## src/design/acr_pkg.sv

```systemverilog
// ============================================================================
// ARP cache resolver package
// Shared types, field widths and codes for the ARP cache resolver block.
// ============================================================================
package acr_pkg;

    localparam int IP_W       = 32;
    localparam int MAC_W      = 48;
    localparam int OPC_W      = 16;
    localparam int CFG_IDX_W  = 2;
    localparam int CFG_DATA_W = 48;

    localparam logic [OPC_W-1:0] OPC_REQUEST  = 16'd1;
    localparam logic [OPC_W-1:0] OPC_RESPONSE = 16'd2;

    typedef enum logic [CFG_IDX_W-1:0] {
        CFG_OWN_IP     = 2'd0,
        CFG_OWN_MASK   = 2'd1,
        CFG_GATEWAY_IP = 2'd2,
        CFG_OWN_MAC    = 2'd3
    } t_cfg_idx;

    typedef enum logic [2:0] {
        ST_RESOLVED = 3'd0,
        ST_REQUEST  = 3'd1,
        ST_REPLY    = 3'd2,
        ST_LEARNED  = 3'd3,
        ST_NOT_OURS = 3'd4,
        ST_BAD_OP   = 3'd5
    } t_status;

    typedef enum logic [1:0] {
        KEY_LOOKUP  = 2'd0,
        KEY_GATEWAY = 2'd1,
        KEY_SENDER  = 2'd2
    } t_key_sel;

    typedef enum logic [2:0] {
        S_IDLE    = 3'd0,
        S_DECIDE  = 3'd1,
        S_LOOKUP  = 3'd2,
        S_GATEWAY = 3'd3,
        S_LEARN   = 3'd4
    } t_acr_state;

    typedef struct packed {
        logic             operation;
        logic [OPC_W-1:0] arp_opcode;
        logic [IP_W-1:0]  sender_ip;
        logic [MAC_W-1:0] sender_mac;
        logic [IP_W-1:0]  target_ip;
        logic [IP_W-1:0]  lookup_ip;
    } t_arp_in;

    typedef struct packed {
        t_status          status;
        logic [MAC_W-1:0] mac_addr;
        logic [IP_W-1:0]  ip_addr;
    } t_arp_out;

    // Commands from the controller to the datapath.
    typedef struct packed {
        logic     load;
        logic     scan_start;
        t_key_sel key_sel;
        logic     learn;
        logic     emit;
        t_status  result;
    } t_acr_cmd;

    // Status from the datapath to the controller.
    typedef struct packed {
        logic op_arp;
        logic opc_ok;
        logic opc_req;
        logic tgt_ours;
        logic on_subnet;
        logic scan_done;
        logic scan_hit;
    } t_acr_stat;

endpackage

```

## src/design/acr_datapath.sv

```systemverilog
// ============================================================================
// ARP cache resolver datapath
// Configuration registers, item capture, cache memory with sequential scan,
// round-robin learning and the result register.
// ============================================================================
module acr_datapath import acr_pkg::*; #(
    parameter int CACHE_ENTRIES = 8
) (
    input  logic                  i_clk,
    input  logic                  i_rst_n,
    input  logic                  i_cfg_we,
    input  logic [CFG_IDX_W-1:0]  i_cfg_idx,
    input  logic [CFG_DATA_W-1:0] i_cfg_data,
    input  t_arp_in               i_in,
    input  t_acr_cmd              i_cmd,
    output t_acr_stat             o_stat,
    output logic                  o_done,
    output t_arp_out              o_out
);

    localparam int AW = (CACHE_ENTRIES > 1) ? $clog2(CACHE_ENTRIES) : 1;
    localparam logic [AW-1:0] LAST = AW'(CACHE_ENTRIES - 1);
    localparam int EW = IP_W + MAC_W;

    logic [IP_W-1:0]     r_own_ip;
    logic [IP_W-1:0]     r_own_mask;
    logic [IP_W-1:0]     r_gateway_ip;
    t_arp_in             r_item;
    logic [IP_W-1:0]     r_key;
    logic [IP_W-1:0]     n_key;

    logic [EW-1:0]       mem [CACHE_ENTRIES];
    logic [CACHE_ENTRIES-1:0] r_valid;
    logic [AW-1:0]       r_next_slot;
    logic [AW-1:0]       n_slot;

    logic                r_scan_active;
    logic                r_issuing;
    logic [AW-1:0]       r_rd_addr;
    logic                r_pend;
    logic                r_last;
    logic                r_rd_vld;
    logic [EW-1:0]       r_rd_data;
    logic                r_scan_done;
    logic                r_scan_hit;
    logic [MAC_W-1:0]    r_hit_mac;
    logic                rd_en;
    logic [IP_W-1:0]     entry_ip;
    logic [MAC_W-1:0]    entry_mac;
    logic                match;

    logic                r_done;
    t_arp_out            r_out;

    // Own MAC is only the sender of replies built elsewhere, so writes to it
    // are accepted and dropped here.
    always_ff @(posedge i_clk) begin
        if (!i_rst_n) begin
            r_own_ip     <= '0;
            r_own_mask   <= '0;
            r_gateway_ip <= '0;
        end else if (i_cfg_we) begin
            unique case (t_cfg_idx'(i_cfg_idx))
                CFG_OWN_IP:     r_own_ip     <= i_cfg_data[IP_W-1:0];
                CFG_OWN_MASK:   r_own_mask   <= i_cfg_data[IP_W-1:0];
                CFG_GATEWAY_IP: r_gateway_ip <= i_cfg_data[IP_W-1:0];
                default: ;
            endcase
        end
    end

    always_comb begin
        case (i_cmd.key_sel)
            KEY_LOOKUP:  n_key = r_item.lookup_ip;
            KEY_GATEWAY: n_key = r_gateway_ip;
            KEY_SENDER:  n_key = r_item.sender_ip;
            default:     n_key = r_item.lookup_ip;
        endcase
    end

    always_ff @(posedge i_clk) begin
        if (i_cmd.load) begin
            r_item <= i_in;
        end
        if (i_cmd.scan_start) begin
            r_key <= n_key;
        end
    end

    assign n_slot = (r_next_slot == LAST) ? '0 : r_next_slot + 1'b1;
    assign rd_en  = r_scan_active && r_issuing;

    // Cache memory: one write port for learning, one registered read port
    // for the scan.
    always_ff @(posedge i_clk) begin
        if (i_cmd.learn) begin
            mem[n_slot] <= {r_item.sender_ip, r_item.sender_mac};
        end
        if (rd_en) begin
            r_rd_data <= mem[r_rd_addr];
        end
    end

    // Entries never written read as zero IP and zero MAC.
    assign entry_ip  = r_rd_vld ? r_rd_data[EW-1:MAC_W] : '0;
    assign entry_mac = r_rd_vld ? r_rd_data[MAC_W-1:0]  : '0;
    assign match     = r_pend && (entry_ip == r_key);

    always_ff @(posedge i_clk) begin
        if (!i_rst_n) begin
            r_valid       <= '0;
            r_next_slot   <= '0;
            r_scan_active <= 1'b0;
            r_issuing     <= 1'b0;
            r_rd_addr     <= '0;
            r_pend        <= 1'b0;
            r_last        <= 1'b0;
            r_rd_vld      <= 1'b0;
            r_scan_done   <= 1'b0;
            r_scan_hit    <= 1'b0;
        end else begin
            r_scan_done <= 1'b0;
            if (i_cmd.learn) begin
                r_next_slot     <= n_slot;
                r_valid[n_slot] <= 1'b1;
            end
            if (i_cmd.scan_start) begin
                r_scan_active <= 1'b1;
                r_issuing     <= 1'b1;
                r_rd_addr     <= '0;
                r_pend        <= 1'b0;
                r_scan_hit    <= 1'b0;
            end else if (r_scan_active) begin
                r_pend <= rd_en;
                if (rd_en) begin
                    r_rd_vld <= r_valid[r_rd_addr];
                    r_last   <= (r_rd_addr == LAST);
                    if (r_rd_addr == LAST) begin
                        r_issuing <= 1'b0;
                    end else begin
                        r_rd_addr <= r_rd_addr + 1'b1;
                    end
                end
                // The lowest matching slot ends the scan.
                if (match) begin
                    r_scan_active <= 1'b0;
                    r_issuing     <= 1'b0;
                    r_pend        <= 1'b0;
                    r_scan_done   <= 1'b1;
                    r_scan_hit    <= 1'b1;
                end else if (r_pend && r_last) begin
                    r_scan_active <= 1'b0;
                    r_issuing     <= 1'b0;
                    r_pend        <= 1'b0;
                    r_scan_done   <= 1'b1;
                end
            end
        end
    end

    always_ff @(posedge i_clk) begin
        if (match) begin
            r_hit_mac <= entry_mac;
        end
    end

    always_comb begin
        o_stat.op_arp    = r_item.operation;
        o_stat.opc_ok    = (r_item.arp_opcode == OPC_REQUEST) ||
                           (r_item.arp_opcode == OPC_RESPONSE);
        o_stat.opc_req   = (r_item.arp_opcode == OPC_REQUEST);
        o_stat.tgt_ours  = (r_item.target_ip == r_own_ip);
        o_stat.on_subnet = ((r_item.lookup_ip & r_own_mask) == (r_own_ip & r_own_mask));
        o_stat.scan_done = r_scan_done;
        o_stat.scan_hit  = r_scan_hit;
    end

    // Result register. On a request the address to query is the key that
    // missed: the lookup IP or the gateway.
    always_ff @(posedge i_clk) begin
        if (!i_rst_n) begin
            r_done <= 1'b0;
        end else begin
            r_done <= i_cmd.emit;
        end
    end

    always_ff @(posedge i_clk) begin
        if (i_cmd.emit) begin
            r_out.status <= i_cmd.result;
            case (i_cmd.result)
                ST_RESOLVED: begin
                    r_out.mac_addr <= r_hit_mac;
                    r_out.ip_addr  <= '0;
                end
                ST_REQUEST: begin
                    r_out.mac_addr <= '0;
                    r_out.ip_addr  <= r_key;
                end
                ST_REPLY: begin
                    r_out.mac_addr <= r_item.sender_mac;
                    r_out.ip_addr  <= r_item.sender_ip;
                end
                default: begin
                    r_out.mac_addr <= '0;
                    r_out.ip_addr  <= '0;
                end
            endcase
        end
    end

    assign o_done = r_done;
    assign o_out  = r_out;

endmodule

```

## src/design/acr_ctrl.sv

```systemverilog
// ============================================================================
// ARP cache resolver controller
// Sequences capture, cache scans, learning and result issue.
// ============================================================================
module acr_ctrl import acr_pkg::*; (
    input  logic      i_clk,
    input  logic      i_rst_n,
    input  logic      i_start,
    input  t_acr_stat i_stat,
    output t_acr_cmd  o_cmd,
    output logic      o_busy
);

    t_acr_state r_state;
    t_acr_state n_state;

    always_ff @(posedge i_clk) begin
        if (!i_rst_n) begin
            r_state <= S_IDLE;
        end else begin
            r_state <= n_state;
        end
    end

    always_comb begin
        n_state          = r_state;
        o_cmd.load       = 1'b0;
        o_cmd.scan_start = 1'b0;
        o_cmd.key_sel    = KEY_LOOKUP;
        o_cmd.learn      = 1'b0;
        o_cmd.emit       = 1'b0;
        o_cmd.result     = ST_RESOLVED;
        o_busy           = (r_state != S_IDLE);

        unique case (r_state)
            S_IDLE: begin
                if (i_start) begin
                    o_cmd.load = 1'b1;
                    n_state    = S_DECIDE;
                end
            end
            S_DECIDE: begin
                if (!i_stat.op_arp) begin
                    o_cmd.scan_start = 1'b1;
                    o_cmd.key_sel    = KEY_LOOKUP;
                    n_state          = S_LOOKUP;
                end else if (!i_stat.opc_ok) begin
                    o_cmd.emit   = 1'b1;
                    o_cmd.result = ST_BAD_OP;
                    n_state      = S_IDLE;
                end else if (!i_stat.tgt_ours) begin
                    o_cmd.emit   = 1'b1;
                    o_cmd.result = ST_NOT_OURS;
                    n_state      = S_IDLE;
                end else begin
                    o_cmd.scan_start = 1'b1;
                    o_cmd.key_sel    = KEY_SENDER;
                    n_state          = S_LEARN;
                end
            end
            S_LOOKUP: begin
                if (i_stat.scan_done) begin
                    if (i_stat.scan_hit) begin
                        o_cmd.emit   = 1'b1;
                        o_cmd.result = ST_RESOLVED;
                        n_state      = S_IDLE;
                    end else if (i_stat.on_subnet) begin
                        o_cmd.emit   = 1'b1;
                        o_cmd.result = ST_REQUEST;
                        n_state      = S_IDLE;
                    end else begin
                        // Off-subnet miss: resolve through the gateway.
                        o_cmd.scan_start = 1'b1;
                        o_cmd.key_sel    = KEY_GATEWAY;
                        n_state          = S_GATEWAY;
                    end
                end
            end
            S_GATEWAY: begin
                if (i_stat.scan_done) begin
                    o_cmd.emit   = 1'b1;
                    o_cmd.result = i_stat.scan_hit ? ST_RESOLVED : ST_REQUEST;
                    n_state      = S_IDLE;
                end
            end
            S_LEARN: begin
                if (i_stat.scan_done) begin
                    // A sender that is already cached keeps its old MAC.
                    o_cmd.learn  = !i_stat.scan_hit;
                    o_cmd.emit   = 1'b1;
                    o_cmd.result = i_stat.opc_req ? ST_REPLY : ST_LEARNED;
                    n_state      = S_IDLE;
                end
            end
            default: begin
                n_state = S_IDLE;
            end
        endcase
    end

endmodule

```

## src/design/arp_cache_resolver_top.sv

```systemverilog
// ============================================================================
// ARP cache resolver
// Small IP-to-MAC cache that resolves destinations and learns from ARP beats.
// ============================================================================
//  Channel   Direction  Handshake                      Payload
//  item      in         i_start high while o_busy low  i_in  (t_arp_in)
//  result    out        o_done strobe, one cycle       o_out (t_arp_out)
//  config    in         i_cfg_we                       i_cfg_idx, i_cfg_data
//
//  A beat ends without a scan, after one cache scan, or after a second scan
//  for the gateway when an off-subnet miss occurs. The scan reads one cache
//  entry per cycle through the single registered memory read port.
//  The result strobe is high in the first cycle with o_busy low, and a new
//  beat may be taken in that cycle. Reset is synchronous and empties the cache
//  at once. The receiver cannot stall the result.
// ============================================================================
module arp_cache_resolver_top import acr_pkg::*; #(
    parameter int CACHE_ENTRIES = 8
) (
    input  logic                  i_clk,
    input  logic                  i_rst_n,
    input  logic                  i_start,
    input  t_arp_in               i_in,
    output logic                  o_busy,
    output logic                  o_done,
    output t_arp_out              o_out,
    input  logic                  i_cfg_we,
    input  logic [CFG_IDX_W-1:0]  i_cfg_idx,
    input  logic [CFG_DATA_W-1:0] i_cfg_data
);

    t_acr_cmd  cmd;
    t_acr_stat stat;

    acr_ctrl u_ctrl (
        .i_clk   (i_clk),
        .i_rst_n (i_rst_n),
        .i_start (i_start),
        .i_stat  (stat),
        .o_cmd   (cmd),
        .o_busy  (o_busy)
    );

    acr_datapath #(
        .CACHE_ENTRIES (CACHE_ENTRIES)
    ) u_datapath (
        .i_clk      (i_clk),
        .i_rst_n    (i_rst_n),
        .i_cfg_we   (i_cfg_we),
        .i_cfg_idx  (i_cfg_idx),
        .i_cfg_data (i_cfg_data),
        .i_in       (i_in),
        .i_cmd      (cmd),
        .o_stat     (stat),
        .o_done     (o_done),
        .o_out      (o_out)
    );

endmodule

```

## config.mk

```make
export PLATFORM = sky130hd
export DESIGN_NAME = arp_cache_resolver_top
export DESIGN_NICKNAME = d
export VERILOG_FILES = /design/src/design/acr_pkg.sv /design/src/design/acr_datapath.sv /design/src/design/acr_ctrl.sv /design/src/design/arp_cache_resolver_top.sv
export SDC_FILE = /design/constraint.sdc
export NUM_CORES = 1
export LEC_CHECK = 0
export BUFFER_PORTS_ARGS = -buffer_cell sky130_fd_sc_hd__clkbuf_2
export CORE_ASPECT_RATIO = 0.7
export CORE_UTILIZATION = 26
export DETAILED_ROUTE_END_ITERATION = 10
export REMOVE_ABC_BUFFERS = 1
export SLEW_MARGIN = 40
export SYNTH_ARGS = -nofsm -noshare
export SYNTH_HDL_FRONTEND = slang
export SYNTH_SLANG_ARGS = --single-unit
```

## constraint.sdc

```tcl
create_clock -name i_clk -period 19.9 [get_ports i_clk]
set_input_delay 4.975 -clock i_clk [delete_from_list [all_inputs] [get_ports i_clk]]
set_output_delay 4.975 -clock i_clk [all_outputs]
set_load 0.01 [all_outputs]
```

Yosys cells after proc, flatten, opt, wreduce, memory -nomap -nowiden
Memories as Yosys holds them, arrays and structs flattened. A register that Yosys moved wholly into a read port is not among the register bits.
Cells that the tools add are included.
Storage, ports and cells
  bits in registers: 445
  memory bits (writable): 640
  input bits: 215
  output and inout bits: 85
  logic and storage cells: 137
  memories: 1
Memories
  u_datapath.mem: depth 8, bits a word 80, rd ports 1, clocked after Yosys merged registers in 1, write ports 1, line acr_datapath.sv:32  | logic [EW-1:0] mem [CACHE_ENTRIES];
Cells by class
  add/sub/neg operators: 2
  order comparisons: 3
  eq/ne operators: 20
  multiplexer cells: 54
  bitwise gates (word level): 7
  reductions and logical operators: 24
Operator list (count)
  $pmux 80 s3: 1
  $eq 32x32->1: 3
  $and 32x32->32: 2
  $pmux 32 s2: 1
  $mux 3: 14
  $mux 32: 1
  $mux 4: 7
  $mux 1: 23
  $eq 16x1->1 const B: 1
  $eq 16x2->1 const B: 1
  $pmux 4 s4: 1
  $pmux 3 s4: 1
  $reduce_and 3->1: 4
  $eq 3x2->1 const B: 3
  $eq 3x3->1 const B: 3
  $lt 3x4->1 const B: 2
  $or 8x8->8: 1
  $reduce_and 2->1: 4
  $reduce_bool 4->1: 2
  $add 3x1->3 const B: 2
  $eq 3x1->1 const B: 2
  $logic_not 3->1: 2
  $pmux 3 s2: 1
  $mux 5: 1
  17 further kinds: 27

Longest topological paths before layout
Gate-level depths: netlist of run 1.
  depth after elaboration: 8
  gate-level depth with buffers: 11
  mapped depth without buffers: 9

Modules after synthesis
Synthesis of run 1 repeated with hierarchy kept, for this count alone.
Unflattened totals
  cells, all modules: 2361
  area, all modules: 44028.5 µm²
By module, submodules not included
  acr_datapath: times used 1, cells an instance 2325, area an instance 43743.2 µm², seq. area each 33712.3 µm²
  acr_ctrl: times used 1, cells an instance 36, area an instance 285.3 µm², seq. area each 60.1 µm²

Worst setup path after synthesis of run 1
Ideal clock, no wire load.
  path type: input to register
  from: input i_start
  to: register u_datapath.r_item, in the netlist u_datapath.o_stat[6] (enable)
  library setup time: 684 ps
  arrival: 11654 ps
  data required time: 19216 ps
  slack: 7562 ps
  stages on the path: 2
  buffers on the path: 0
  cell sequence: inv_1 nor2_1
RTL lines
  start, declared: line arp_cache_resolver_top.sv:22  | input logic i_start,
  end signal, assigned: line acr_datapath.sv:83  | r_item <= i_in;
  end, declared: line acr_datapath.sv:28  | t_arp_in r_item;

Final worst setup path of run 1
  from: register u_ctrl.r_state[1]
  to: output o_busy
On the way
  word-level cells in the longest chain between the ends: 1
RTL lines
  start, declared: line acr_ctrl.sv:14  | t_acr_state r_state;
  start signal, assigned: line acr_ctrl.sv:21  | r_state <= n_state;
  $reduce_bool 3->1: line acr_ctrl.sv:33  | o_busy = (r_state != S_IDLE);
  end, declared: line arp_cache_resolver_top.sv:24  | output logic o_busy,
No other way between the ends.

==> impl_results.md, run 1 <==
- Worst Hold Path Cells: 2
- Num rows: 125
- Worst R2R Path Depth: 7
- Remaining DRCs: 26
- Initial core utilization: 0.2627
- Routed vias: roughly 23000
- #FFs+latches synth: between 1000 and 1500
- Port Buf Inserts: 283
- First-pass GRT wire length: roughly 170000 um
- Clock Sinks: about 1200
- Largest net degree at the start of global routing: between 100 and 150
- Die height: roughly 350 um
- Pwr dens: roughly 96 nW/um^2
- Final period util: 0.3350
- Slew @ Worst Pin: around 840 ps
- Req. time, crit path: 14930 ps
- Latest clock arrival within the worst-skew pair: around 730 ps
- Initial antenna violation count: 16
- Die area: roughly 170000 sq um
- DRT iter0 DRCs: approximately 2400
- Number of fill cells: around 16000
- Num CTS Buffers: 105
- Mapped Cells: ~2400
- Area growth, synth to finish: 17.90%
- Max-cap violations: 0
- Startpoint types: flip-flop
- Vias in the first global route: between 20000 and 25000
- Maximum vdd drop: roughly 64 uV
- Critical Path End Type: output port
- Max Slew Vio Count: 0
- Max Fclk: 150.0 MHz
- Chip width: ~490 um
- Setup bufs post-CTS: 0
- CTS tree: done
- Average wire per standard cell: between 20 and 25 um
- Synth top area share: 0.7172
- DP HPWL: 73590 um
- Post-route ant nets: 0
- Yosys top cell by area: edfxtp_1
- Post-CTS sizing: 0
- Slew Limit Headroom: 0.4422
- Leading cell type in the layout, fill and taps excluded: edfxtp_1
- Register Area: about 34000 sq um
- Async SR Flop Fraction: 0
- GP Congestion: 0.7971
- Clock skew: about 39 ps
- TritonRoute pass-1 iters: 10
- Core Box Area: between 150000 and 200000 sq um
- CTS clk-pin slew, worst paths: approximately 70 ps
- CTS Root Cell: clkbuf_16
- Final worst path period need: 6667 ps
- Violated checks: design-rule violations
- Tot Pwr: roughly 5000 uW
- Post-Syn Area per Cell: around 18 sq um
- Critical path type: flip-flop to output port
- Critical Path Fanout Max: 7
- Setup Viol. Count Final: 0
- Synthesized cell area: approximately 44000 sq um
- Top area cells in the synthesized netlist: edfxtp_1, mux4_2, dfxtp_1, nand2_1, mux2_2
- Endpoints failing hold: 0
- Yosys warning total: 0
- Drt via density: around 4.6
- Worst Hold Class: flip-flop to flip-flop
- Final nets: 2914
- Final core occ: 0.3097
- RSZ-0062 raised after global routing: no
- Maximum root-to-sink buffer count: 3
- IO Pins: 300
- Area of the multi-input gates: approximately 9500 sq um
- Post-synth EDFFs: 1044
- Pleak: ~0.016 uW
- Ys flop type: edfxtp_1
- Drt total wl: around 120000 um
- Synth cell types: 58
- Outcome: finished, violations left
- Hold_buf cts: 0
- H-tree Lvls: 3
- Commonest non-fill, non-tap cells in the layout: edfxtp_1, clkbuf_2, nand2_1, mux4_2, dfxtp_1
- Setup TNS: 0 ps
- Crit path DAT: around 1700 ps
- Sequential fraction of the synthesis area: 0.7726
- Share of cells above drive strength 1: 0.2713
- GR Overflow Total: 0
- GRT Overall Usage: 0.1347
==> worst max-delay path: stages, from the launching register on <==
cell and delay (ps):
dfxtp_1 380, nor2_1 230, nand2_1 190, clkbuf_2 180
==> final cells by class <==
type,count,share of cell area
diodes,5,0.0002428
clock buffers,130,0.05281
clock inverters,67,0.01403
inverters,26,0.002015
multi-input cells,1066,0.1842
flip-flops and latches,1165,0.6556
well taps,2222,0.05395
repair buffers,329,0.03715
==> stage by stage <==
step / hold slack (ps) / worst slack (ps) / std cells / area (sq um)
detailed placement: 446.0 / 12800 / 4807 / 48040
global placement: 441.6 / 12400 / 4801 / 47860
global route: 467.1 / 13160 / 5009 / 51530
CTS: 455.1 / 13210 / 5004 / 51480
floorplan: 430.1 / 7562 / 2257 / 43230
finish: 454.8 / 13230 / 5010 / 51530
==> report_power, final <==
| part | leakage [uW] | internal, uW | switching (uW) |
|---|---|---|---|
| Combinational | 0.00430 | 54.3 | 86.7 |
| Clock | 0.00165 | 1110 | 930 |
| Sequential | 0.0104 | 2710 | 56.5 |
| Total | 0.0164 | 3880 | 1070 |
==> kinds of logic after synthesis <==
family                   after synthesis  synth area share
AO/OA/AOI/OAI                        325           0.04958
XOR/XNOR                              73           0.01463
adder cells (fa/ha/maj)                6          0.001717
buffers and inverters                143           0.01328
flip-flops                          1165            0.7726
multiplexers                         244            0.1046
AND/OR/NAND/NOR                      418           0.04360
==> final timing paths <==
check	startpoint	end	slack, ps
min reg2reg	u_datapath.r_gateway_ip[15]$_SDFFE_PN0P_	u_datapath.r_gateway_ip[15]$_SDFFE_PN0P_	450
min	u_datapath.r_gateway_ip[15]$_SDFFE_PN0P_	u_datapath.r_gateway_ip[15]$_SDFFE_PN0P_	450
max	u_ctrl.r_state[1]$_SDFFE_PN0P_	o_busy	13230
max reg2reg	u_datapath.r_rd_vld$_SDFFE_PN0P_	u_datapath.r_hit_mac[44]$_SDFFCE_PN0P_	15540
==> per-layer routing <==
metal | track usage | vias up | share of wire
met5 | 0 | - | 0.00035
met4 | 0.03581 | 6 | 0.020
met3 | 0.03261 | 154 | 0.082
met2 | 0.2072 | 929 | 0.46
met1 | 0.1891 | 11830 | 0.44
li1 | - | 9997 | -
==> flip-flops by register name (all words and copies together), names as in the netlist, 32 cells and up <==
name	flops
u_datapath.mem	640
u_datapath.r_item	160
u_datapath.r_key	32
u_datapath.r_rd_data	80
u_datapath.r_hit_mac	48
u_datapath.r_own_mask	32
u_datapath.r_own_ip	32
u_datapath.r_gateway_ip	32
u_datapath.o_out	83
==> synth_stat cells, types with 3 or more instances <==
library cell	number
mux2_2	81
nand2b_1	4
mux4_2	162
and2_1	50
buf_1	9
dfxtp_1	121
nand4_1	15
buf_6	3
nand2_1	244
clkbuf_1	88
nor4bb_1	3
nand4b_1	4
buf_2	17
xor2_1	42
nor3_1	10
and3b_1	3
a22o_1	84
nand3_1	6
edfxtp_1	1044
nor4_1	10
nor2_1	52
o221ai_1	5
inv_1	26
o22ai_1	6
a21oi_1	109
nand3b_1	3
xnor2_1	31
a22oi_1	52
ha_1	6
and3_1	3
o21ai_0	50
Power figures use the tool's default switching activity.
==> run 2: changes to the inputs <==
--- a/config.mk
+++ b/config.mk
@@ -5,6 +5,7 @@
 export SDC_FILE = /design/constraint.sdc
 export NUM_CORES = 1
 export LEC_CHECK = 0
+export ABC_AREA = 1
 export BUFFER_PORTS_ARGS = -buffer_cell sky130_fd_sc_hd__clkbuf_2
 export CORE_ASPECT_RATIO = 0.7
 export CORE_UTILIZATION = 26
==> constraint.sdc (replaced) <==
create_clock -name i_clk -period 6.2 [get_ports i_clk]
set_input_delay 1.55 -clock i_clk [delete_from_list [all_inputs] [get_ports i_clk]]
set_output_delay 1.55 -clock i_clk [all_outputs]
set_load 0.01 [all_outputs]
==> run 2 against run 1 <==
  * The flow now finishes without violations
  * Combinational power grew to 8.6 times the previous value
  * Count of clock-buffer cells in the layout grew 14
  * Register-to-register slack got worse by 13000 ps
  * Sequential share of layout area down 2.5 points
  * Cell count rose by 28%
  * Power rose to 3.6 times the previous value
  * Synthesized cell count increased by 57%
  * Sequential cell count is the same
  * Highest routed layer unchanged
==> impl_results.md, run 2 <==
- Post-synth EDFFs: 1044
- Worst Path Buf+Inv: 1
- Num CTS Buffers: roughly 120
- Setup Viol. Count Final: 0
- Critical path type: flip-flop to flip-flop
- Mapped Cells: between 3000 and 4000
- Slowest stage cell on the critical path: buf_4
- #FFs+latches synth: roughly 1200
- Latest clock arrival within the worst-skew pair: between 700 and 800 ps
- Slew Limit Headroom: 0.4131
- Vias in the first global route: 27730
- Post-Syn Area per Cell: approximately 12 sq um
- Outcome: complete, no violations
- Port Buf Inserts: roughly 280
- Worst Hold Class: flip-flop to flip-flop
- Post-route ant nets: 0
- Drt total wl: about 130000 um
- Setup bufs post-CTS: 0
- Worst hold slack: between 400 and 500 ps
- Met1 wire length: approximately 57000 um
- Synth cell types: 38
- CP dominant cell by count: nand2_1
- Final period util: 0.6101
- Post-synth top cells: edfxtp_1, nor2_1, o21ai_0, nand2_1, inv_1
- CTS tree: done
- Initial core utilization: 0.2615
- Pwr dens: about 330 nW/um^2
- Slew @ Worst Pin: about 870 ps
- Die height: between 300 and 400 um
- Startpoint types: flip-flop
- Crit path DAT: ~4400 ps
- DP HPWL: ~80000 um
- TritonRoute pass-1 iters: 5
- Drt via density: between 4 and 5
- Share of cells above drive strength 1: 0.1393
- Area of the multi-input gates: ~10000 sq um
- Chip width: 501.9 um
- Final worst path period need: around 3800 ps
- Post-place instance area: roughly 50000 sq um
- GRT Overall Usage: 0.1439
- Max FFs per register: between 600 and 700
- Biggest register: u_datapath.mem
- Synthesized cell area: around 45000 sq um
- Post-CTS sizing: 0
- Commonest non-fill, non-tap cells in the layout: edfxtp_1, nor2_1, o21ai_0, nand2_1, clkbuf_2
- Yosys warning total: 0
- Async SR Flop Fraction: 0
- Routed vias: approximately 29000
- Final nets: around 4200
- Area growth, synth to finish: 17.69%
- Ys flop type: edfxtp_1
- Pleak: 0.01887 uW
- RSZ-0062 raised after global routing: no
- Remaining DRCs: 0
- Clock skew: around 74 ps
- CTS Root Cell: clkbuf_16
- Average wire per standard cell: 20.37 um
- Max Slew Vio Count: 0
- Hold_buf cts: 0
- Leading cell type in the layout, fill and taps excluded: edfxtp_1
- Design area: 53540 sq um
- Clock Sinks: ~1200
- GP Congestion: 0.8845
- CTS clk-pin slew, worst paths: about 70 ps
- Uppermost layer routed: met5
- Req. time, crit path: between 6000 and 7000 ps
- Metal3 WL: 10770 um
- Max Fclk: around 260 MHz
- Largest net degree at the start of global routing: ~170
- Number of fill cells: around 18000
- Die area: 176700 sq um
- Num rows: 128
- First-pass GRT wire length: 187700 um
- DRT iter0 DRCs: 3224
- Register Area: roughly 34000 sq um
- Endpoints failing hold: 0
- IO Pins: 300
- Final core occ: 0.3078
- Initial antenna violation count: 13
- Delay-heaviest family, CP: simple AND/OR/NAND/NOR gates
- Max incr delay on CP: about 740 ps
- Maximum root-to-sink buffer count: 3
- Max-cap violations: 0
- Synth top area share: 0.6892
- Critical Path End Type: flip-flop
- Sequential fraction of the synthesis area: 0.7424
- Most frequent cell after synthesis: edfxtp_1
- Maximum vdd drop: between 200 and 300 uV
- Critical Path Fanout Max: 57
- Met2 Routed Length: around 60000 um
- Critical-path cell list: nand2_1 > nand2_1 > o21ai_0 > nor2_1 > nand2_1 > nor2_1 > nand2_1 > o21ai_2 > nand2_4 > buf_4 > nand4_1 > o21ai_1
- H-tree Lvls: 3
- Core Box Area: 173900 sq um
- Top area cells in the synthesized netlist: edfxtp_1, nor2_1, dfxtp_1, o21ai_0, nand2_1
- Yosys top cell by area: edfxtp_1
- GR Overflow Total: 0
==> run 2: cell types whose count changed in the layout (fill, tap and decap cells not counted), moves of 83 or more <==
cell,delta
inv_1,+231
a22o_1,-84
mux4_2,-162
o21ai_0,+387
nand2_1,+83
nor2_1,+672
==> run 2: stage by stage <==
stage          TNS (ps)  total power, uW  cells  worst slack [ps]
2_1_floorplan  -1934370            10170   3514             -6748
3_3_place_gp          0            10820   6191              2234
3_5_place_dp          0            10860   6194              2234
4_1_cts               0            17990   6410              2185
5_1_grt               0            18450   6413              2237
6_report              0            17790   6416              2417
==> run 2: routing by layer <==
layer / global-route usage / up-vias
met5: 0.005146 / -
met4: 0.03685 / 16
met3: 0.04061 / 185
met2: 0.2219 / 990
met1: 0.1970 / 14480
li1: - / 13700
==> run 2: cells by family after synthesis <==
| group | after synthesis | synth area share |
|---|---|---|
| AOI/OAI and AO/OA | 804 | 0.09696 |
| xor gates and xnor gates | 35 | 0.006739 |
| adders and majority gates | 6 | 0.001650 |
| buffers and inverters | 472 | 0.04126 |
| DFF | 1165 | 0.7424 |
| and+or+nand+nor | 1244 | 0.1110 |
==> run 2: power breakdown <==
group	switching (uW)	leakage [uW]	internal, uW
sequential	368	0.0104	9100
combinational	864	0.00659	349
clock	3160	0.00186	3940
total	4400	0.0189	13400
==> run 2: path summary, 6_finish.rpt <==
kind | end | slack [ps] | startpoint | cells after the start
setup / recovery | u_datapath.o_out[25]$_DFFE_PP_ | 2420 | u_datapath.r_item[29]$_DFFE_PP_ | 12
hold / removal | u_datapath.r_gateway_ip[22]$_SDFFE_PN0P_ | 450 | u_datapath.r_gateway_ip[22]$_SDFFE_PN0P_ | 2
setup reg to reg | u_datapath.o_out[25]$_DFFE_PP_ | 2420 | u_datapath.r_item[29]$_DFFE_PP_ | 12
hold reg to reg | u_datapath.r_gateway_ip[22]$_SDFFE_PN0P_ | 450 | u_datapath.r_gateway_ip[22]$_SDFFE_PN0P_ | 2
==> run 2: layout make-up <==
type                    instances  area share
diodes                          5   0.0002337
clock buffers                 144     0.05768
clock inverters                72     0.01409
inverters                     260     0.01874
multi-input cells            2089      0.1863
flip-flops and latches       1165      0.6311
well taps                    2340     0.05469
repair buffers                341     0.03718
==> run 2: worst min-delay path: stages (launching register included) <==
cell	delay, ps
dfxtp_1	310
inv_1	50
a21oi_1	50
